`config.mk`:
```
export PLATFORM = sky130hd
export DESIGN_NAME = gmff_edge_len
export DESIGN_NICKNAME = d
export VERILOG_FILES = /design/src/hw/rtl/grid_mesh_face_filter_core_assert.svh /design/src/hw/rtl/gmff_pkg.sv /design/src/hw/rtl/gmff_edge_len.sv
export SDC_FILE = /design/constraint.sdc
export NUM_CORES = 2
export LEC_CHECK = 0
export CAP_MARGIN = 10
export CORE_ASPECT_RATIO = 0.5
export CORE_MARGIN = 2
export CORE_UTILIZATION = 65
export CTS_BUF_LIST = sky130_fd_sc_hd__clkbuf_4
export CTS_CLUSTER_DIAMETER = 50
export DETAILED_ROUTE_END_ITERATION = 10
export DONT_BUFFER_PORTS = 1
export GPL_TIMING_DRIVEN = 0
export MAX_ROUTING_LAYER = met4
export PLACE_DENSITY = 0.8
export SLEW_MARGIN = 15
export SYNTH_ARGS = -nofsm -noshare
export SYNTH_HDL_FRONTEND = slang
export SYNTH_SLANG_ARGS = --single-unit
export TNS_END_PERCENT = 1
```
`constraint.sdc`:
```
create_clock -name clk_i -period 10.69 [get_ports clk_i]
set_input_delay 2.138 -clock clk_i [delete_from_list [all_inputs] [get_ports clk_i]]
set_output_delay 2.138 -clock clk_i [all_outputs]
set_load 0.05 [all_outputs]
```
`src/hw/rtl/grid_mesh_face_filter_core_assert.svh`:
```
// Assertion helpers for the face filter. Users need clk_i and rst_ni in scope.
`ifndef GRID_MESH_FACE_FILTER_CORE_ASSERT_SVH
`define GRID_MESH_FACE_FILTER_CORE_ASSERT_SVH

// Same-cycle implication.
`define GMFF_ASSERT_IMP(lbl, ante, cons, msg) \
  lbl: assert property (@(posedge clk_i) disable iff (!rst_ni) (ante) |-> (cons)) \
    else $error(msg);

// Next-cycle implication.
`define GMFF_ASSERT_NXT(lbl, ante, cons, msg) \
  lbl: assert property (@(posedge clk_i) disable iff (!rst_ni) (ante) |=> (cons)) \
    else $error(msg);

`endif

```
`src/hw/rtl/gmff_pkg.sv`:
```
package gmff_pkg;

  localparam int unsigned CFG_IDX_W  = 2;
  localparam int unsigned CFG_DATA_W = 16;
  localparam int unsigned DIM_W      = 11;
  localparam int unsigned THR_W      = 16;
  localparam int unsigned IDX_W      = 20;
  localparam int unsigned ORD_W      = 21;

  localparam logic [DIM_W-1:0] GRID_WIDTH_RST     = 11'd640;
  localparam logic [DIM_W-1:0] GRID_HEIGHT_RST    = 11'd480;
  localparam logic [THR_W-1:0] EDGE_THRESHOLD_RST = 16'd1000;

  typedef enum logic [CFG_IDX_W-1:0] {
    REG_GRID_WIDTH     = 2'd0,
    REG_GRID_HEIGHT    = 2'd1,
    REG_EDGE_THRESHOLD = 2'd2
  } cfg_reg_e;

  typedef struct packed {
    logic [IDX_W-1:0] first_vertex;
    logic [IDX_W-1:0] second_vertex;
    logic [IDX_W-1:0] third_vertex;
    logic [ORD_W-1:0] face_ordinal;
    logic             last_in_run;
  } face_t;

  typedef struct packed {
    logic  both;
    face_t first;
    face_t second;
  } face_pair_t;

endpackage

```
`src/hw/rtl/gmff_edge_len.sv`:
```
// Edge length test in two register stages: |delta| per axis, then squares.
// ok_o is the final sum-and-compare on the second stage.
module gmff_edge_len #(
  parameter int unsigned CoordBits = 18
) (
  input  logic                           clk_i,
  input  logic                           en_a_i,
  input  logic                           en_b_i,
  input  logic [3*CoordBits-1:0]         a_i,
  input  logic [3*CoordBits-1:0]         b_i,
  input  logic [gmff_pkg::THR_W-1:0]     thr_i,
  input  logic [2*gmff_pkg::THR_W-1:0]   thr_sq_i,
  output logic                           ok_o
);

  localparam int unsigned ThrW  = gmff_pkg::THR_W;
  localparam int unsigned DiffW = CoordBits + 1;
  localparam int unsigned CmpW  = (DiffW > ThrW) ? DiffW : ThrW;
  localparam int unsigned SqW   = 2 * ThrW;
  localparam int unsigned SumW  = SqW + 2;

  logic signed [DiffW-1:0] diff [3];
  logic        [DiffW-1:0] mag  [3];
  logic        [2:0]       over;
  logic        [ThrW-1:0]  mag_q [3];
  logic                    over_a_q;
  logic        [SqW-1:0]   sq_q [3];
  logic                    over_b_q;
  logic        [SumW-1:0]  sum;

  always_comb begin
    for (int k = 0; k < 3; k++) begin
      diff[k] = DiffW'(signed'(a_i[k*CoordBits +: CoordBits]))
              - DiffW'(signed'(b_i[k*CoordBits +: CoordBits]));
      mag[k]  = diff[k][DiffW-1] ? unsigned'(-diff[k]) : unsigned'(diff[k]);
      over[k] = CmpW'(mag[k]) > CmpW'(thr_i);
    end
  end

  // Once no axis exceeds the threshold, each delta fits the threshold width.
  always_ff @(posedge clk_i) begin
    if (en_a_i) begin
      for (int k = 0; k < 3; k++) begin
        mag_q[k] <= ThrW'(mag[k]);
      end
      over_a_q <= |over;
    end
  end

  always_ff @(posedge clk_i) begin
    if (en_b_i) begin
      for (int k = 0; k < 3; k++) begin
        sq_q[k] <= mag_q[k] * mag_q[k];
      end
      over_b_q <= over_a_q;
    end
  end

  assign sum  = SumW'(sq_q[0]) + SumW'(sq_q[1]) + SumW'(sq_q[2]);
  assign ok_o = !over_b_q && (sum <= SumW'(thr_sq_i));

endmodule

```
; Yosys cells after proc, flatten, opt, wreduce, memory -nomap -nowiden
; Memory sizes are Yosys's and may differ from the RTL's.
; Cells that the tools add are included.
[totals]
word_cells = 29
ramBits = 144
memories = 2
out_inout_bits = 1
inputBits = 159
reg_bits = 2
[memory_table]
columns = name, words, word_bits, read_ports, rd_clocked_by_memory_dff, wr, line
row1 = sq_q, 3, 32, 3, 0, 3, gmff_edge_len.sv:27  ; logic [SqW-1:0] sq_q [3];
row2 = mag_q, 3, 16, 3, 0, 3, gmff_edge_len.sv:25  ; logic [ThrW-1:0] mag_q [3];
[op_classes]
mul = 3
magnitude_cmp = 4
reduce_logical = 3
n_addsub = 8
muxes = 7
[ops]
columns = operator, n
row1 = $mul A16 B16 Y32, 3
row2 = $gt A19 B16 Y1, 3
row3 = $mux W19, 3
row4 = $neg A19 Y19, 3
row5 = $sub A18 B18 Y19, 3
row6 = $add A33 B32 Y34, 1
row7 = $le A34 B32 Y1, 1
row8 = $add A32 B32 Y33, 1
row9 = $mux W1, 4
row10 = $reduce_or A3 Y1, 1
row11 = $logic_and A1 B1 Y1, 1
row12 = $logic_not A1 Y1, 1

; Depth between registers and ports, before layout
[depth]
ltp_word = 5
ltp_mapped = 27
depth_no_buf = 25

; Least setup slack after synthesis
; OpenSTA, ideal clock, no wires.
[synth_timing]
kind = reg2out
from = mem sq_q[0][6] (netlist name)
to = out ok_o
setup_slack_ps = 3710
stages_incl_launch_ff = 21
t_required_ps = 8552
n_path_buf = 0
arrival_time_ps = 4842
cell_sequence = edfxtp_1 -> fa_1 -> ha_1 -> o21ai_1 -> a2111oi_4 -> a21oi_1 -> a211oi_2 -> a211oi_1 -> o41a_1 -> xnor2_1 -> ha_1 -> a21o_1 -> a21o_1 -> a21oi_1 -> and3b_1 -> o221ai_1 -> a21oi_1 -> a21oi_1 -> o21ai_0 -> a22oi_1 -> nor2_1
[synth_rtl]
columns = element, line
row1 = from (decl), gmff_edge_len.sv:27
row2 = to (decl), gmff_edge_len.sv:13  ; output logic ok_o

==> out/results.tsv <==
stage	metric	value	unit
run_status	status	finished, final reports clean	
finish	nFillCells	4101	
logic_synthesis	synth.area.top_cells	fa_1 31%, ha_1 17%, edfxtp_1 13%	
sta	hold_ws	0.6442	ns
worst_setup_path	cp_num_buf_inv	0	
finish	drive_gt1_share	2.503	%
logic_synthesis	yosysTopAreaCell	fa_1	
worst_setup_path	r2r_start	mag_q[0][36]$_DFFE_PP_	
worst_setup_path	arrival	6.37	ns
logic_synthesis	yosys.cell_types.count	86	
worst_setup_path	cp_common_cell	a21oi_1	
sta	fin_crit_sh	79.61	%
place	dpl_cell_area	34950	µm²
worst_setup_path	cp_max_fo	3	
floorplan	io_pins	160	
sta	tns	0	ns
sta	fmax	117.5	MHz
sta	worst_pin_slew	1.102	ns
worst_setup_path	cpPeakStageDelay	0.71	ns
logic_synthesis	synth_flop_cell	edfxtp_1	
worst_setup_path	r2r_cells	23	
route	vias_per_cell	5.724	
logic_synthesis	yosysWarnings	0	
route	met1Wirelength	34740	µm
logic_synthesis	yosysSeqAreaShare	12.60	%
clock_network	clk_pin_slew	0.14	ns
worst_setup_path	regToRegEndpoint	sq_q[0][95]$_DFFE_PP_	
worst_setup_path	setup.worst_path.end	ok_o	
route	wire_per_inst	18.31	µm
route	drt-total-wl	81710	µm
sta	relSlewSlack	25.98	%
route	drtIter0Drc	1899	
logic_synthesis	synth_top_area_share	30.55	%
clock_network	clk_latency	0.64	ns
sta	rsz0062_at_grt	no	
sta	report.final.hold_viol_count	0	
global_route	grtUsageTotal	32.00	%
worst_setup_path	worst_path_max_delay_cell	nor2_1	
route	topRoutingLayerUsed	met4	
logic_synthesis	syn_avg_cell_area	9.152	µm²
global_route	grt_first_pass_wirelength	133000	µm
place	gp_congestion	0.9942	
clock_network	htreeDepth	4	
logic_synthesis	async_flop_share	0	%
worst_setup_path	cp-start-kind	flop	
place	dp_hpwl	71060	µm
sta	setup_viol	0	
worst_setup_path	cp-end-kind	output pin	
logic_synthesis	synthTopCellsByCount	905 x inv_1, 520 x fa_1, 475 x ha_1	
flow_run	cap_violations	0	
worst_hold_path	hp-class	flop to flop	
clock_network	cts_setup_buffers	0	
global_route	grt.overflow.total	0	
worst_setup_path	path_cells	fa_1 -> ha_1 -> o21ai_1 -> a2111oi_4 -> a21oi_1 -> a211oi_2 -> a211oi_1 -> o41a_1 -> xnor2_1 -> ha_1 -> a21o_1 -> a21o_1 -> a21oi_1 -> and3b_1 -> o221ai_1 -> a21oi_1 -> a21oi_1 -> o21ai_0 -> a22oi_1 -> nor2_1	
clock_network	cts_tree	done	
route	dr_wl_met3	7224	µm
worst_setup_path	crit_type	flop to output pin	
route	wl_met2	37640	µm
logic_synthesis	synth_area	34070	µm²
sta	skew	0.03695	ns
worst_setup_path	cp.depth	20	
worst_setup_path	rrSetupSlack	2.98	ns
clock_network	cts.path.max_buffers	2	
clock_network	cts_sinks	143	
clock_network	cts_made_buffers	17	
route	drc	0	
worst_setup_path	startpoint	sq_q[0][6]$_DFFE_PP_	
sta	fin_crit	8.510	ns
logic_synthesis	synth_cells	3723	
finish	syn2layout_area_growth	3.492	%
clock_network	post_cts_resized	0	
global_route	grt_pass1_vias	26017	
logic_synthesis	synth-edff-count	143	
floorplan	die_area	54380	µm²
global_route	antenna_found_initial	7	
place	portBuffers	0	
worst_setup_path	cp_top_family	compound AO/OA/AOI/OAI gates	
floorplan	start_util	65.65	%
floorplan	core	51900	µm²
clock_network	cts-root-buf	clkbuf_4	
finish	final_area	35260	µm²
finish	final_nets	4897	
floorplan	die_w	327.8	µm
floorplan	die_h	165.9	µm
route	dr_total_vias	25545	
route	dr.pass1.iters	5	
floorplan	num_rows	59	
clock_network	hold_buffers	0	
route	ant_nets	0	
sta	finalMaxSlewViolations	0	
logic_synthesis	yosys_register_bits	143	
global_route	grt_max_degree	95	
logic_synthesis	synth.most_common_cell	inv_1	
worst_setup_path	cp.required	8.55	ns
==> worst min-delay path by stage <==
stage,to,startpoint,slack (ns),depth (start not counted)
finish,sq_q[0][64]$_DFFE_PP_,mag_q[0][32]$_DFFE_PP_,0.64,0
global route,sq_q[0][64]$_DFFE_PP_,mag_q[0][32]$_DFFE_PP_,0.66,0
CTS,sq_q[0][64]$_DFFE_PP_,mag_q[0][32]$_DFFE_PP_,0.62,0
detailed placement,sq_q[0][64]$_DFFE_PP_,mag_q[0][32]$_DFFE_PP_,0.60,0
global placement,sq_q[0][64]$_DFFE_PP_,mag_q[0][32]$_DFFE_PP_,0.60,0
floorplan,over_b_q$_DFFE_PP_,over_a_q$_DFFE_PP_,0.40,0
==> per-layer routing <==
layer	up-vias	track usage (%)
met5	-	-
met4	0	7.998
met3	130	6.856
met2	913	49.99
met1	12553	42.78
li1	11949	-
==> state kept, by name, indices dropped and copies added (netlist names) <==
| register | count |
|---|---|
| over_b_q | 1 |
| over_a_q | 1 |
| sq_q | 93 |
| mag_q | 48 |
==> cell families after synthesis <==
group                    share of synthesized area (%)
adder cells (fa/ha/maj)                          48.00
buffers and inverters                            10.79
AND/OR/NAND/NOR                                  12.54
AO/OA/AOI/OAI                                    10.40
XOR/XNOR                                         5.321
flip-flops                                       12.60
multiplexers                                    0.3489
other                                          0.01101
==> through the flow <==
step,utilization (%),cells,worst slack [ns]
4_1_cts,67.92,4457,2.157
3_3_place_gp,67.35,4425,2.982
5_1_grt,67.95,4463,1.819
6_report,67.95,4463,2.180
3_5_place_dp,67.35,4425,2.874
2_1_floorplan,-,3724,3.710
==> worst register-to-register path, cell delays in order (launching register included) <==
cell and delay (ns):
edfxtp_1 0.60, clkbuf_1 0.51, clkbuf_1 0.58, nand2_1 0.15
fa_1 0.57, inv_1 0.08, fa_1 0.56, fa_1 0.43
fa_1 0.46, fa_1 0.50, inv_1 0.05, fa_1 0.47
inv_1 0.04, ha_1 0.34, a21o_1 0.18, a21o_1 0.17
a21oi_1 0.21, nor3b_1 0.21, a22oi_1 0.19, o311a_1 0.35
o211ai_1 0.23, a31oi_1 0.20, mux2i_1 0.18, nand4_1 0.16
==> final cells by class <==
cell class	count	area, µm²	area share (%)
Antenna cell	6	15.01	0.04258
Tap cell	701	877.1	2.487
Multi-Input combinational cell	2603	26110	74.04
Clock buffer	17	127.6	0.3619
Clock inverter	15	166.4	0.4719
Inverter	905	3397	9.634
Sequential cell	143	4294	12.18
Buffer	73	277.8	0.7877
==> cell usage in the layout, fill, tap and decap left out, types with 8 or more instances in the layout <==
cell type	count
o21ai_0	91
clkbuf_1	72
nand3_1	43
a21boi_0	10
a21o_1	71
inv_1	905
or2_2	19
o21bai_1	17
ha_1	475
nor3_1	41
nand2b_1	22
a31o_2	13
edfxtp_1	143
or3_1	12
xor2_1	57
nor2_1	158
fa_1	520
xnor2_1	150
and2_1	125
o211ai_1	15
a21oi_1	142
and3_1	29
o31ai_1	8
nand2_1	300
clkbuf_4	17
o21a_1	31
nor4_1	9
a31oi_1	15
a211oi_1	24
nor2b_1	38
nand4_1	23
Power is not shown: default switching activity piles up to over one toggle a cycle in this logic, so the estimate is an artifact.
