### src/hw/rtl/grid_mesh_face_filter_core_assert.svh
// Assertion helpers for the face filter. Users need clk_i and rst_ni in scope.
`ifndef GRID_MESH_FACE_FILTER_CORE_ASSERT_SVH
`define GRID_MESH_FACE_FILTER_CORE_ASSERT_SVH

// Same-cycle implication.
`define GMFF_ASSERT_IMP(lbl, ante, cons, msg) \
  lbl: assert property (@(posedge clk_i) disable iff (!rst_ni) (ante) |-> (cons)) \
    else $error(msg);

// Next-cycle implication.
`define GMFF_ASSERT_NXT(lbl, ante, cons, msg) \
  lbl: assert property (@(posedge clk_i) disable iff (!rst_ni) (ante) |=> (cons)) \
    else $error(msg);

`endif

### src/hw/rtl/gmff_pkg.sv
package gmff_pkg;

  localparam int unsigned CFG_IDX_W  = 2;
  localparam int unsigned CFG_DATA_W = 16;
  localparam int unsigned DIM_W      = 11;
  localparam int unsigned THR_W      = 16;
  localparam int unsigned IDX_W      = 20;
  localparam int unsigned ORD_W      = 21;

  localparam logic [DIM_W-1:0] GRID_WIDTH_RST     = 11'd640;
  localparam logic [DIM_W-1:0] GRID_HEIGHT_RST    = 11'd480;
  localparam logic [THR_W-1:0] EDGE_THRESHOLD_RST = 16'd1000;

  typedef enum logic [CFG_IDX_W-1:0] {
    REG_GRID_WIDTH     = 2'd0,
    REG_GRID_HEIGHT    = 2'd1,
    REG_EDGE_THRESHOLD = 2'd2
  } cfg_reg_e;

  typedef struct packed {
    logic [IDX_W-1:0] first_vertex;
    logic [IDX_W-1:0] second_vertex;
    logic [IDX_W-1:0] third_vertex;
    logic [ORD_W-1:0] face_ordinal;
    logic             last_in_run;
  } face_t;

  typedef struct packed {
    logic  both;
    face_t first;
    face_t second;
  } face_pair_t;

endpackage

### src/hw/rtl/gmff_if.sv


interface gmff_face_if;
  logic                        valid;
  logic                        ready;
  logic [gmff_pkg::IDX_W-1:0]  first_vertex;
  logic [gmff_pkg::IDX_W-1:0]  second_vertex;
  logic [gmff_pkg::IDX_W-1:0]  third_vertex;
  logic [gmff_pkg::ORD_W-1:0]  face_ordinal;
  logic                        last_in_run;

  modport source (
    output valid, first_vertex, second_vertex, third_vertex, face_ordinal, last_in_run,
    input  ready
  );
  modport sink (
    input  valid, first_vertex, second_vertex, third_vertex, face_ordinal, last_in_run,
    output ready
  );
endinterface

### src/hw/rtl/gmff_face_out.sv
`include "grid_mesh_face_filter_core_assert.svh"

// Two-slot face buffer in front of the output register; drains one face per beat.
module gmff_face_out (
  input  logic                 clk_i,
  input  logic                 rst_ni,
  input  logic                 push_i,
  input  gmff_pkg::face_pair_t pair_i,
  output logic                 rdy_o,
  gmff_face_if.source          face_o
);

  logic [1:0]      cnt_q;
  logic [1:0]      cnt_d;
  gmff_pkg::face_t slot0_q;
  gmff_pkg::face_t slot1_q;
  gmff_pkg::face_t out_q;
  logic            ov_q;
  logic            out_free;
  logic            pop;

  assign out_free = !ov_q || face_o.ready;
  assign pop      = out_free && (cnt_q != 2'd0);
  assign rdy_o    = (cnt_q == 2'd0) || ((cnt_q == 2'd1) && out_free);

  always_comb begin
    cnt_d = cnt_q;
    if (push_i) begin
      cnt_d = pair_i.both ? 2'd2 : 2'd1;
    end else if (pop) begin
      cnt_d = cnt_q - 2'd1;
    end
  end

  always_ff @(posedge clk_i or negedge rst_ni) begin
    if (!rst_ni) begin
      cnt_q <= 2'd0;
      ov_q  <= 1'b0;
    end else begin
      cnt_q <= cnt_d;
      if (out_free) begin
        ov_q <= (cnt_q != 2'd0);
      end
    end
  end

  always_ff @(posedge clk_i) begin
    if (push_i) begin
      slot0_q <= pair_i.first;
      slot1_q <= pair_i.second;
    end else if (pop) begin
      slot0_q <= slot1_q;
    end
    if (pop) begin
      out_q <= slot0_q;
    end
  end

  assign face_o.valid         = ov_q;
  assign face_o.first_vertex  = out_q.first_vertex;
  assign face_o.second_vertex = out_q.second_vertex;
  assign face_o.third_vertex  = out_q.third_vertex;
  assign face_o.face_ordinal  = out_q.face_ordinal;
  assign face_o.last_in_run   = out_q.last_in_run;

  `GMFF_ASSERT_IMP(a_push_room, push_i, rdy_o, "face pair pushed without room")
  `GMFF_ASSERT_IMP(a_cnt_range, 1'b1, cnt_q != 2'd3, "face buffer count out of range")
  // While the first of two faces waits on the port, its partner is still buffered.
  `GMFF_ASSERT_IMP(a_partner_held, ov_q && !out_q.last_in_run, cnt_q != 2'd0,
                   "first face of a pair shown without its partner buffered")
  `GMFF_ASSERT_NXT(a_pair_loaded, push_i && pair_i.both,
                   cnt_q == 2'd2 && slot1_q == $past(pair_i.second),
                   "second face of a pair not captured")

endmodule

### src/flat_wrapper.sv
// flat-port wrapper written by rule: the top's interface ports become plain ports
module gmff_face_out_flat 
  (clk_i, rst_ni, push_i, pair_i, rdy_o, face_o_valid, face_o_first_vertex, face_o_second_vertex, face_o_third_vertex, face_o_face_ordinal, face_o_last_in_run, face_o_ready);
  gmff_face_if face_o_i ();
  input  logic clk_i;
  input  logic rst_ni;
  input  logic push_i;
  input  gmff_pkg::face_pair_t pair_i;
  output logic rdy_o;
  output wire logic [$bits(face_o_i.valid)-1:0] face_o_valid;
  output wire logic [$bits(face_o_i.first_vertex)-1:0] face_o_first_vertex;
  output wire logic [$bits(face_o_i.second_vertex)-1:0] face_o_second_vertex;
  output wire logic [$bits(face_o_i.third_vertex)-1:0] face_o_third_vertex;
  output wire logic [$bits(face_o_i.face_ordinal)-1:0] face_o_face_ordinal;
  output wire logic [$bits(face_o_i.last_in_run)-1:0] face_o_last_in_run;
  input wire logic [$bits(face_o_i.ready)-1:0] face_o_ready;
  assign face_o_valid = face_o_i.valid;
  assign face_o_first_vertex = face_o_i.first_vertex;
  assign face_o_second_vertex = face_o_i.second_vertex;
  assign face_o_third_vertex = face_o_i.third_vertex;
  assign face_o_face_ordinal = face_o_i.face_ordinal;
  assign face_o_last_in_run = face_o_i.last_in_run;
  assign face_o_i.ready = face_o_ready;
  gmff_face_out u_core (.clk_i(clk_i), .rst_ni(rst_ni), .push_i(push_i), .pair_i(pair_i), .rdy_o(rdy_o), .face_o(face_o_i));
endmodule
### config.mk
export PLATFORM = sky130hd
export DESIGN_NAME = gmff_face_out_flat
export DESIGN_NICKNAME = d
export VERILOG_FILES = /design/src/hw/rtl/gmff_pkg.sv /design/src/hw/rtl/gmff_if.sv /design/src/hw/rtl/gmff_face_out.sv /design/src/flat_wrapper.sv
export VERILOG_INCLUDE_DIRS = /design/src /design/src/hw/rtl
export SDC_FILE = /design/constraint.sdc
export NUM_CORES = 1
export LEC_CHECK = 0
export ABC_AREA = 1
export BUFFER_PORTS_ARGS = -buffer_cell sky130_fd_sc_hd__buf_2
export CORE_ASPECT_RATIO = 1.25
export CORE_MARGIN = 1
export CORE_UTILIZATION = 30
export CTS_CLUSTER_DIAMETER = 40
export DETAILED_ROUTE_END_ITERATION = 6
export SLEW_MARGIN = 20
export SYNTH_ARGS = -nofsm -noshare
export SYNTH_HDL_FRONTEND = slang
export SYNTH_SLANG_ARGS = --single-unit
### constraint.sdc
create_clock -name clk_i -period 3.4 [get_ports clk_i]
set_input_delay 0.34 -clock clk_i [delete_from_list [all_inputs] [get_ports clk_i]]
set_output_delay 0.34 -clock clk_i [all_outputs]
set_load 0.05 [all_outputs]
Yosys cells after proc, flatten, opt, wreduce, memory -nomap -nowiden
Index checks and enable logic that the tools add are counted.
Storage, ports and cells
  register bits: 249
  input port bits: 169
  output and inout port bits: 84
  logic and storage cells: 32
Cells by class
  $add $sub $neg: 1
  eq/ne operators: 1
  mux-type cells: 5
  reductions and logical operators: 8
Operators with widths (count)
  2-to-1 mux 82 bit: 2
  2-to-1 mux 2 bit: 3
  nonzero test 2 bit: 2
  equality test 2 x 1 -> 1 bit, second input constant: 1
  logical AND 1 bit: 2
  zero test 2 bit: 1
  logical OR 1 bit: 2
  subtractor 2 x 1 -> 2 bit, second input constant: 1
  zero test 1 bit: 1

Logic depth before layout (Yosys ltp)
Gate-level depths: netlist (run 1).
  word-level depth: 5
  gate-level depth with buffers: 7
  depth with buffers taken out: 7

Worst setup path before layout (run 1)
No wires, ideal clock.
  kind: flip-flop to flip-flop
  start: register u_core.ov_q (netlist: u_core.face_o.valid)
  end: register u_core.slot0_q[0] (netlist bit) (enable)
  setup time: 823 ps
  arrival: 2255 ps
  required time: 2577 ps
  slack: 322 ps
  cell stages (with the launch flop): 4
  buffers on the path: 0
  clock period less this slack: 3078 ps
  cells stage by stage: dfrtp_1 nand2_1 nand2_1 nand2_1
On the way
  cells in the longest elaborated chain, start to end: 4
RTL lines
  start: declaration: RTL line gmff_face_out.sv:18  | logic ov_q;
  start signal: assignment: RTL line gmff_face_out.sv:42  | ov_q <= (cnt_q != 2'd0);
  zero test 1 bit: RTL line gmff_face_out.sv:22  | assign out_free = !ov_q || face_o.ready;
  logical OR 1 bit: RTL line gmff_face_out.sv:22
  logical AND 1 bit: RTL line gmff_face_out.sv:23  | assign pop = out_free && (cnt_q != 2'd0);
  nonzero test 2 bit (no source line)
  end signal: assignment: RTL line gmff_face_out.sv:49  | slot0_q <= pair_i.first;
  end signal: assignment: RTL line gmff_face_out.sv:52  | slot0_q <= slot1_q;
  end: declaration: RTL line gmff_face_out.sv:15  | gmff_pkg::face_t slot0_q;
Every way passes these cells.
A chain may end at the register's enable or synchronous reset.

Worst setup path after layout (run 1)
  start: register u_core.cnt_q[0]
  end: register u_core.slot0_q[51] (netlist bit) (enable)
On the way
  cells in the longest elaborated chain, start to end: 3
RTL lines
  start: declaration: RTL line gmff_face_out.sv:13  | logic [1:0] cnt_q;
  start signal: assignment: RTL line gmff_face_out.sv:40  | cnt_q <= cnt_d;
  nonzero test 2 bit: RTL line gmff_face_out.sv:23
  logical AND 1 bit: RTL line gmff_face_out.sv:23
  nonzero test 2 bit (no source line)
Every way passes these cells.

==> out/metrics.json, run 1 <==
{
  "synthDistinctLibCells": {"value": 12},
  "status": {"value": "complete, no violations"},
  "syn_area": {"value": 0.008588, "unit": "mm²"},
  "ctsHtreeMaxLevel": {"value": 2},
  "cts_tree": {"value": "built"},
  "initial_antenna_violation_count": {"value": 5},
  "area.sequential": {"value": 0.007462, "unit": "mm²"},
  "worst-slew-pin-transition": {"value": 0.9722, "unit": "ns"},
  "timing.critical_path.cells": {"value": "inv_1 > ha_1 > inv_1 > nand2_1 > nand2_4 > buf_4"},
  "clk_transition_reported_paths": {"value": 0.06, "unit": "ns"},
  "detailedPlacementHpwl": {"value": 12.50, "unit": "mm"},
  "largest_net_degree_at_the_start_of_global_routing": {"value": 96},
  "clock_tree.buffer_depth": {"value": 3},
  "mappedNetlistNets": {"value": 708},
  "vdd.ir_drop.worst": {"value": 0.0003724, "unit": "V"},
  "initial_utilization": {"value": 0.3077},
  "clock-sinks": {"value": 249},
  "boundaryPins": {"value": 253},
  "die_area": {"value": 0.02931, "unit": "mm²"},
  "synth-seq-area-share": {"value": 0.8689},
  "startpoint_type_of_the_worst_setup_path": {"value": "flop"},
  "dieWidth": {"value": 153.3, "unit": "µm"},
  "crit_path_max_incr_delay": {"value": 0.52, "unit": "ns"},
  "postCtsSetupRepairBufs": {"value": 0},
  "setup_tns": {"value": 0, "unit": "ns"},
  "grt_setup_unrepaired": {"value": "false"},
  "placement_rows": {"value": 68},
  "ff2ff_path_depth": {"value": 6},
  "power.leakage": {"value": 5.156, "unit": "nW"},
  "max_freq": {"value": 463.9, "unit": "MHz"},
  "multiInputGateArea": {"value": 0.001021, "unit": "mm²"},
  "iteration_count_of_the_initial_detailed_routing_pass": {"value": 5},
  "timing_max_transition_violations_final": {"value": 0},
  "antenna_violating_nets_post_route": {"value": 0},
  "vias_per_cell": {"value": 4.178},
  "post-route-period-util": {"value": 0.6340},
  "groute.usage.overall": {"value": 0.1277},
  "clk_latency": {"value": 0.50, "unit": "ns"},
  "maxCapViolCount": {"value": 0},
  "number_of_global_route_vias_before_repair": {"value": 5124},
  "fp.coreArea": {"value": 0.02791, "unit": "mm²"},
  "global_route_wire_length_before_repair": {"value": 28.11, "unit": "mm"},
  "clock_tree.root_cell": {"value": "clkbuf_16"},
  "largest_driver_fanout_on_the_critical_path": {"value": 44},
  "syn_inst": {"value": 537},
  "ys_warn_count": {"value": 0},
  "ys_ff_latch": {"value": 249},
  "global_route.overflow_total": {"value": 0},
  "drt_first_iter_violations": {"value": 309},
  "cp.required": {"value": 3.57, "unit": "ns"},
  "routed-via-count": {"value": 5218},
  "final_nets": {"value": 1035},
  "inserted_clock_buffers": {"value": 38},
  "drc": {"value": 0},
  "syn_to_final_growth": {"value": 40.79, "unit": "%"},
  "criticalPathCategory": {"value": "flop to flop"},
  "total_count_of_hold_check_failures_in_the_final_report": {"value": 0},
  "cp_max_delay_cell": {"value": "nand2_4"},
  "hold_class": {"value": "input port to flop"},
  "cpMostUsedCell": {"value": "inv_1"},
  "timing.reg2reg.setup_slack": {"value": 1.24, "unit": "ns"},
  "die_height": {"value": 191.2, "unit": "µm"},
  "worst_slew_margin_rel": {"value": 0.3518},
  "totalWireLength": {"value": 19.19, "unit": "mm"},
  "timing.clock.skew": {"value": 0.01746, "unit": "ns"},
  "setup-violations-final": {"value": 0},
  "timing.final.ws_setup": {"value": 1.244, "unit": "ns"},
  "syn_area_per_cell": {"value": 15.99, "unit": "µm²"},
  "gp_congestion": {"value": 0.7739},
  "cellPowerDensity": {"value": 882.5, "unit": "mW/mm²"},
  "min_delay_path_depth": {"value": 1},
  "port_buffers": {"value": 252},
  "layout-drive-gt1-share": {"value": 0.3613},
  "detailedPlace.worstSlack": {"value": 1.191, "unit": "ns"},
  "nFillCells": {"value": 2511},
  "timing.critical_path.arrival": {"value": 2.32, "unit": "ns"},
  "end_kind": {"value": "flop"},
  "finalCriticalPeriod": {"value": 2.156, "unit": "ns"},
  "wl_per_cell": {"value": 15.37, "unit": "µm"}
}
registers in the layout, summed over array words and instances, names as in the netlist:
name / cells
u_core.face_o.first_vertex: 20
u_core.slot1_q: 82
u_core.cnt_q: 2
u_core.slot0_q: 82
u_core.face_o.last_in_run: 1
u_core.face_o.second_vertex: 20
u_core.face_o.face_ordinal: 21
u_core.face_o.third_vertex: 20
u_core.face_o.valid: 1
per-stage QoR:
stage	hold slack, ns	util	cell area (µm²)	total power, mW	std cells
floorplan	0.04441	-	8588	6.058	537
global placement	0.1460	0.3681	10270	6.727	1127
detailed placement	0.1467	0.3681	10270	6.761	1127
CTS	0.0007579	0.4291	11980	10.82	1234
global route	0.0003760	0.4333	12090	11.09	1249
finish	0.01997	0.4333	12090	10.67	1249
final cells by class:
class	count	share of cell area
sequential	249	0.6171
timing repair buffer	305	0.1488
clock buffer	45	0.08609
multi-input combinational	264	0.08444
tap	350	0.03622
clock inverter	25	0.02411
inverter	6	0.002173
antenna	5	0.001035
worst paths after layout:
path                                            endpoint               start
min in group asynchronous                u_core.cnt_q[1]              rst_ni
max in group asynchronous            u_core.face_o.valid              rst_ni
setup reg to reg                      u_core.slot0_q[51]     u_core.cnt_q[0]
hold reg to reg            u_core.face_o.first_vertex[7]  u_core.slot0_q[69]
setup / recovery                      u_core.slot0_q[51]     u_core.cnt_q[0]
hold / removal                        u_core.slot1_q[68]          pair_i[68]
logic make-up after synthesis:
family | share of synthesized area
AO/OA/AOI/OAI | 0.001164
adder cells (fa/ha/maj) | 0.002913
buffers and inverters | 0.01311
flip-flops | 0.8689
AND/OR/NAND/NOR | 0.1139
what timing repair did:
item                                   4_1_cts  5_1_grt
hold buffers                                37       10
endpoints found under the hold margin       39       10
gates resized for setup                      0        0
routing by layer:
metal / vias to the layer above / GRT usage / wire (µm)
li1: 2540 / - / -
met1: 2451 / 0.1430 / 7581
met2: 191 / 0.2248 / 10070
met3: 36 / 0.03265 / 1015
met4: 0 / 0.06577 / 523
met5: - / 0 / 0
where the power goes:
group,total [mW],internal [mW],switching [mW]
clock,3.97,2.55,1.43
combinational,2.26,0.419,1.85
sequential,4.43,4.26,0.176
cell usage in the layout (no fill, tap or decap), drive strengths merged:
master         n
nand2        258
buf          258
edfxtp       246
dlygate4sd3   47
clkbuf        45
inv           14
clkinv        10
diode          5
bufinv         4
clkinvlp       3
dfrtp          3
nand3          2
ha             2
o21ai          2
Yosys cell counts (all sizes together):
master / instances / area share
inv: 6 / 0.0026
ha: 2 / 0.0029
o21ai: 2 / 0.0012
dfrtp: 3 / 0.0087
nand3: 2 / 0.0012
buf: 12 / 0.0079
clkbuf: 6 / 0.0026
edfxtp: 246 / 0.86
nand2: 258 / 0.11
critical path, delay by kind of cell (launching register included):
kind | cells | cell delay [ns]
fa+ha+maj | 1 | 0.21
buf+inv | 3 | 0.54
flops | 1 | 0.37
simple gates | 2 | 0.69
No activity file was read; power rests on OpenSTA's default activity.
==> inputs of run 2 (changes only) <==
Clock period 3.4 ns to 1.78 ns, I/O delays scaled along.
==> out/metrics.json, run 2 (synthesis results as in run 1) <==
{
  "timing.critical_path.arrival": {"value": 1.49, "unit": "ns", "change": "-0.83 ns"},
  "status": {"value": "complete, no violations"},
  "hold_class": {"value": "input port to async pin"},
  "clock-sinks": {"value": 249, "change": "unchanged"},
  "post-route-period-util": {"value": 0.9370},
  "most-common-layout-cells": {"value": "nand2_1 (255), buf_2 (250), edfxtp_1 (246)"},
  "ctsHtreeMaxLevel": {"value": 2, "change": "unchanged"},
  "maxCapViolCount": {"value": 0, "change": "unchanged"},
  "iteration_count_of_the_initial_detailed_routing_pass": {"value": 5, "change": "unchanged"},
  "detailedPlace.worstSlack": {"value": 0.2241, "unit": "ns", "change": "-0.9674 ns"},
  "timing.clock.skew": {"value": 0.01323, "unit": "ns", "change": "-0.004232 ns"},
  "grt_util_met1": {"value": 0.1514, "change": "+0.008362"},
  "criticalPathCategory": {"value": "flop to output pin"},
  "boundaryPins": {"value": 253, "change": "unchanged"},
  "final_cell_area": {"value": 0.01326, "unit": "mm²", "change": "+9.7%"},
  "detailedPlacementHpwl": {"value": 13.02, "unit": "mm", "change": "+4.1%"},
  "vias_per_cell": {"value": 4.276, "change": "+2.4%"},
  "layout_commonest_cell": {"value": "nand2_1"},
  "startpoint_type_of_the_worst_setup_path": {"value": "flop"},
  "number_of_global_route_vias_before_repair": {"value": 6065, "change": "+18%"},
  "worst_slew_margin_rel": {"value": 0.6142, "change": "+0.2624"},
  "inserted_clock_buffers": {"value": 35, "change": "-7.9%"},
  "groute.usage.overall": {"value": 0.1449, "change": "+0.01721"},
  "drc": {"value": 0, "change": "unchanged"},
  "final_nets": {"value": 1155, "change": "+12%"},
  "timing.reg2reg.setup_slack": {"value": 0.23, "unit": "ns", "change": "-1.01 ns"},
  "drt_first_iter_violations": {"value": 311, "change": "+0.65%"},
  "dieWidth": {"value": 153.3, "unit": "µm", "change": "unchanged"},
  "vdd.ir_drop.worst": {"value": 0.0007103, "unit": "V", "change": "+91%"},
  "layout-drive-gt1-share": {"value": 0.3221, "change": "-0.03920"},
  "gp_congestion": {"value": 0.7714, "change": "-0.32%"},
  "timing.critical_path.cells": {"value": "inv_1 > ha_2 > inv_2 > nand2_1 > clkbuf_4"},
  "syn_to_final_growth": {"value": 54.40, "unit": "%"},
  "wl_per_cell": {"value": 16.05, "unit": "µm", "change": "+4.4%"},
  "routed-via-count": {"value": 5833, "change": "+12%"},
  "cellPowerDensity": {"value": 1522, "unit": "mW/mm²", "change": "+72%"},
  "die_height": {"value": 191.2, "unit": "µm", "change": "unchanged"},
  "largest_driver_fanout_on_the_critical_path": {"value": 3, "change": "-93%"},
  "fp.coreArea": {"value": 0.02791, "unit": "mm²", "change": "unchanged"},
  "cp.required": {"value": 1.60, "unit": "ns", "change": "-1.97 ns"},
  "clock_tree.buffer_depth": {"value": 3, "change": "unchanged"},
  "antenna_violating_nets_post_route": {"value": 0, "change": "unchanged"},
  "finalCriticalPeriod": {"value": 1.668, "unit": "ns"},
  "clk_transition_reported_paths": {"value": 0.05, "unit": "ns", "change": "about the same"},
  "setup_tns": {"value": 0, "unit": "ns", "change": "unchanged"},
  "ff2ff_path_depth": {"value": 6, "change": "unchanged"},
  "crit_path_max_incr_delay": {"value": 0.39, "unit": "ns", "change": "-0.13 ns"},
  "initial_antenna_violation_count": {"value": 4, "change": "-1"},
  "initial_utilization": {"value": 0.3077, "change": "unchanged"},
  "max_freq": {"value": 599.6, "unit": "MHz"},
  "cts_tree": {"value": "built"},
  "end_kind": {"value": "output pin"},
  "setup-violations-final": {"value": 0, "change": "unchanged"},
  "global_route.overflow_total": {"value": 0, "change": "unchanged"},
  "dpl_cell_area": {"value": 0.01037, "unit": "mm²", "change": "+0.96%"},
  "worst-slew-pin-transition": {"value": 0.5787, "unit": "ns", "change": "-0.3935 ns"},
  "most_heavily_used_metal_layer_in_global_routing": {"value": "met2"},
  "clk_latency": {"value": 0.49, "unit": "ns", "change": "about the same"},
  "timing_max_transition_violations_final": {"value": 0, "change": "unchanged"},
  "timing.final.ws_setup": {"value": 0.1122, "unit": "ns", "change": "-1.132 ns"},
  "clock_tree.root_cell": {"value": "clkbuf_16"},
  "total_count_of_hold_check_failures_in_the_final_report": {"value": 0, "change": "unchanged"},
  "cp_max_delay_cell": {"value": "dfrtp_1"},
  "global_route_wire_length_before_repair": {"value": 32.12, "unit": "mm", "change": "+14%"},
  "groute.layer.met2.usage": {"value": 0.2638, "change": "+0.03899"},
  "critical_path_s_top_delay_family": {"value": "flip-flops"},
  "grt_setup_unrepaired": {"value": "false"},
  "placement_rows": {"value": 68, "change": "unchanged"},
  "totalWireLength": {"value": 21.89, "unit": "mm", "change": "+14%"},
  "power.leakage": {"value": 5.632, "unit": "nW", "change": "+9.2%"},
  "grtUsageMet3": {"value": 0.03174, "change": "-0.0009068"},
  "port_buffers": {"value": 252, "change": "unchanged"},
  "die_area": {"value": 0.02931, "unit": "mm²", "change": "unchanged"},
  "path_depth": {"value": 5, "change": "-1"},
  "largest_net_degree_at_the_start_of_global_routing": {"value": 94, "change": "-2.1%"},
  "critical_path_buf_inv_count": {"value": 3, "change": "unchanged"}
}
==> run 2: changes by cell type in the layout (fill, tap and decap cells not counted), moves of 2 or more <==
cell	before	now
inv_2	0	2
nand2_1	257	255
dlygate4sd3_1	47	167
inv_6	3	1
clkbuf_16	41	37
clkbuf_1	4	2
buf_12	1	6
==> run 2: worst paths after layout <==
check	from	to
worst max-delay path	u_core.cnt_q[0]	rdy_o
worst min-delay path	rst_ni	u_core.cnt_q[1]
worst max register to register	u_core.cnt_q[0]	u_core.slot0_q[7]
worst min register to register	u_core.slot0_q[9]	u_core.face_o.face_ordinal[8]
min in group clk_i	push_i	u_core.slot1_q[64]
max in group asynchronous	rst_ni	u_core.face_o.valid
==> run 2: timing repair <==
item                                    4_1_cts  5_1_grt
endpoints found under the hold margin       169        0
resized for setup                             0        1
buffers inserted                              0        0
endpoints found under the setup margin        0        1
hold buffers                                167        0
==> run 2: area by class of cell <==
cell class | instances | area, µm²
clock buffers | 39 | 933.4
flip-flops and latches | 249 | 7463
well taps | 350 | 437.9
fillers | 2350 | 14650
diodes | 5 | 12.51
multi-input cells | 264 | 1033
clock inverters | 23 | 269.0
inverters | 6 | 26.28
repair buffers | 428 | 3084
==> run 2: routing by layer <==
layer  part of all wire  vias to the layer above
met5                  0                        -
met4              0.051                        0
met3              0.053                       85
met2               0.53                      247
met1               0.37                     2725
li1                   -                     2776
==> run 2: stage by stage <==
step	hold slack [ns]	total power [mW]	utilization	std cells
floorplan	-0.1176	11.57	-	537
global placement	-0.01927	12.93	0.3716	1130
detailed placement	-0.01804	13.01	0.3716	1130
CTS	0.02100	20.37	0.4746	1359
global route	0.02022	20.96	0.4750	1362
finish	0.04374	20.18	0.4752	1364
==> run 2: worst reg2reg max path: stages, from the launching register on <==
cell	delay [ns]
dfrtp_1	0.37
inv_1	0.07
ha_2	0.18
inv_2	0.07
nand2_4	0.07
nand2_4	0.21
buf_12	0.25
==> run 2: report_power, final <==
part / internal [mW] / switching, mW / leakage (nW)
registers: 8.13 / 0.395 / 2.47
logic: 1.07 / 3.56 / 2.57
clock network: 4.43 / 2.59 / 0.587
==> inputs of run 3 (changes only) <==
Settings changed: ABC_CLOCK_PERIOD_IN_PS from default to 1780, RECOVER_POWER from default to 25.
==> out/metrics.json, run 3 (synthesis results as in run 1) <==
{
  "iteration_count_of_the_initial_detailed_routing_pass": {"value": 5, "change": "unchanged"},
  "gp_congestion": {"value": 0.7714, "change": "unchanged"},
  "final_cell_area": {"value": 0.01323, "unit": "mm²", "change": "-0.21%"},
  "largest_driver_fanout_on_the_critical_path": {"value": 3, "change": "unchanged"},
  "fp.coreArea": {"value": 0.02791, "unit": "mm²", "change": "unchanged"},
  "cts_tree": {"value": "built"},
  "totalWireLength": {"value": 21.85, "unit": "mm", "change": "-0.18%"},
  "numPlacedInstances": {"value": 1130, "change": "unchanged"},
  "port_buffers": {"value": 252, "change": "unchanged"},
  "min_hold_slack": {"value": 0.03907, "unit": "ns", "change": "-0.004670 ns"},
  "criticalPathCategory": {"value": "flop to output pin"},
  "dieWidth": {"value": 153.3, "unit": "µm", "change": "unchanged"},
  "wl_per_cell": {"value": 16.02, "unit": "µm", "change": "-0.18%"},
  "setup_tns": {"value": 0, "unit": "ns", "change": "unchanged"},
  "worst-slew-pin-transition": {"value": 1.158, "unit": "ns", "change": "+0.5790 ns"},
  "timing.critical_path.arrival": {"value": 1.49, "unit": "ns", "change": "about the same"},
  "worst_slew_margin_rel": {"value": 0.2282, "change": "-0.3860"},
  "boundaryPins": {"value": 253, "change": "unchanged"},
  "drt_first_iter_violations": {"value": 281, "change": "-9.6%"},
  "antenna_violating_nets_post_route": {"value": 0, "change": "unchanged"},
  "global_route.overflow_total": {"value": 0, "change": "unchanged"},
  "vdd.ir_drop.worst": {"value": 0.0007103, "unit": "V", "change": "about the same"},
  "die_height": {"value": 191.2, "unit": "µm", "change": "unchanged"},
  "vias_per_cell": {"value": 4.275, "change": "about the same"},
  "groute.usage.overall": {"value": 0.1449, "change": "unchanged"},
  "postCtsSetupRepairBufs": {"value": 0, "change": "unchanged"},
  "clk_transition_reported_paths": {"value": 0.06, "unit": "ns", "change": "about the same"},
  "layout-drive-gt1-share": {"value": 0.3122, "change": "-0.009911"},
  "grt_setup_unrepaired": {"value": "false"},
  "power.leakage": {"value": 5.599, "unit": "nW", "change": "-0.58%"},
  "largest_net_degree_at_the_start_of_global_routing": {"value": 94, "change": "unchanged"},
  "initial_utilization": {"value": 0.3077, "change": "unchanged"},
  "ctsHtreeMaxLevel": {"value": 2, "change": "unchanged"},
  "most-common-layout-cells": {"value": "nand2_1 (255), edfxtp_1 (246), buf_2 (239)"},
  "setup-violations-final": {"value": 0, "change": "unchanged"},
  "maxCapViolCount": {"value": 0, "change": "unchanged"},
  "layout_commonest_cell": {"value": "nand2_1"},
  "clock_tree.root_cell": {"value": "clkbuf_16"},
  "timing_max_transition_violations_final": {"value": 0, "change": "unchanged"},
  "number_of_global_route_vias_before_repair": {"value": 6065, "change": "unchanged"},
  "max_freq": {"value": 601.0, "unit": "MHz", "change": "+0.24%"},
  "cp.required": {"value": 1.60, "unit": "ns", "change": "about the same"},
  "global_route_wire_length_before_repair": {"value": 32.12, "unit": "mm", "change": "unchanged"},
  "hold_class": {"value": "input port to flop"},
  "cellPowerDensity": {"value": 1525, "unit": "mW/mm²", "change": "+0.16%"},
  "timing.clock.skew": {"value": 0.01324, "unit": "ns", "change": "+0.000008700 ns"},
  "die_area": {"value": 0.02931, "unit": "mm²", "change": "unchanged"},
  "detailedPlacementHpwl": {"value": 13.02, "unit": "mm", "change": "unchanged"},
  "detailedPlace.worstSlack": {"value": 0.2241, "unit": "ns", "change": "unchanged"},
  "nFillCells": {"value": 2359, "change": "+0.38%"},
  "post-route-period-util": {"value": 0.9347, "change": "-0.002258"},
  "syn_to_final_growth": {"value": 54.08, "unit": "%"},
  "finalCriticalPeriod": {"value": 1.664, "unit": "ns", "change": "-0.004019 ns"},
  "finalCoreUtilization": {"value": 0.4742, "change": "-0.0009860"},
  "end_kind": {"value": "output pin"},
  "inserted_clock_buffers": {"value": 35, "change": "unchanged"},
  "timing.final.ws_setup": {"value": 0.1162, "unit": "ns", "change": "+0.004019 ns"},
  "dpl_cell_area": {"value": 0.01037, "unit": "mm²", "change": "unchanged"},
  "timing.reg2reg.setup_slack": {"value": 0.24, "unit": "ns", "change": "about the same"},
  "total_count_of_hold_check_failures_in_the_final_report": {"value": 0, "change": "unchanged"},
  "design_power_total": {"value": 20.17, "unit": "mW", "change": "about the same"},
  "drc": {"value": 0, "change": "unchanged"},
  "routed-via-count": {"value": 5831, "change": "-0.034%"},
  "final_nets": {"value": 1155, "change": "unchanged"},
  "initial_antenna_violation_count": {"value": 4, "change": "unchanged"},
  "clock_tree.buffer_depth": {"value": 3, "change": "unchanged"},
  "placement_rows": {"value": 68, "change": "unchanged"},
  "clock-sinks": {"value": 249, "change": "unchanged"},
  "clk_latency": {"value": 0.49, "unit": "ns", "change": "about the same"},
  "layout.cells.non_filler": {"value": 1364, "change": "unchanged"},
  "status": {"value": "complete, no violations"},
  "startpoint_type_of_the_worst_setup_path": {"value": "flop"}
}
-- run 3: cell count changes in the layout (fill, tap and decap cells not counted) --
cell / change
clkbuf_2: +2
clkbuf_1: +10
buf_2: -11
buf_12: -1
-- run 3: worst max-delay path: stages (launching register included) --
cell      delay [ns]
dfrtp_1         0.40
inv_1           0.08
ha_2            0.18
inv_2           0.05
nand2_1         0.06
clkbuf_4        0.23
-- run 3: timing repair --
item	4_1_cts	5_1_grt
hold endpoints to repair	169	0
resized for setup	0	1
hold buffers	167	0
setup endpoints to repair	0	1
-- run 3: cell type report --
type / instances / area, µm² / area share
well taps: 350 / 437.9 / 0.03309
clock buffers: 39 / 933.4 / 0.07054
repair buffers: 428 / 3057 / 0.2310
flip-flops and latches: 249 / 7463 / 0.5640
multi-input cells: 264 / 1033 / 0.07810
inverters: 6 / 26.28 / 0.001986
clock inverters: 23 / 269.0 / 0.02033
diodes: 5 / 12.51 / 0.0009455
-- run 3: final timing paths --
kind,cells past startpoint,from,end
min,1,push_i,u_core.slot1_q[60]
max,5,u_core.cnt_q[0],rdy_o
min reg2reg,0,u_core.slot0_q[9],u_core.face_o.face_ordinal[8]
min in group asynchronous,2,rst_ni,u_core.cnt_q[1]
max in group asynchronous,2,rst_ni,u_core.face_o.valid
max reg2reg,6,u_core.cnt_q[0],u_core.slot0_q[7]
-- run 3: metal layers --
| layer | up-vias | global-route usage | share of wire |
|---|---|---|---|
| met3 | 77 | 0.03174 | 0.053 |
| met1 | 2741 | 0.1514 | 0.36 |
| met5 | - | 0 | 0 |
| li1 | 2775 | - | - |
| met4 | 0 | 0.09269 | 0.051 |
| met2 | 238 | 0.2638 | 0.53 |
-- run 3: where the power goes --
| part | switching (mW) | total [mW] | leakage (nW) | internal [mW] |
|---|---|---|---|---|
| clock | 2.59 | 7.02 | 0.587 | 4.43 |
| combinational | 3.56 | 4.62 | 2.54 | 1.07 |
| sequential | 0.395 | 8.53 | 2.47 | 8.13 |
| total | 6.54 | 20.2 | 5.60 | 13.6 |
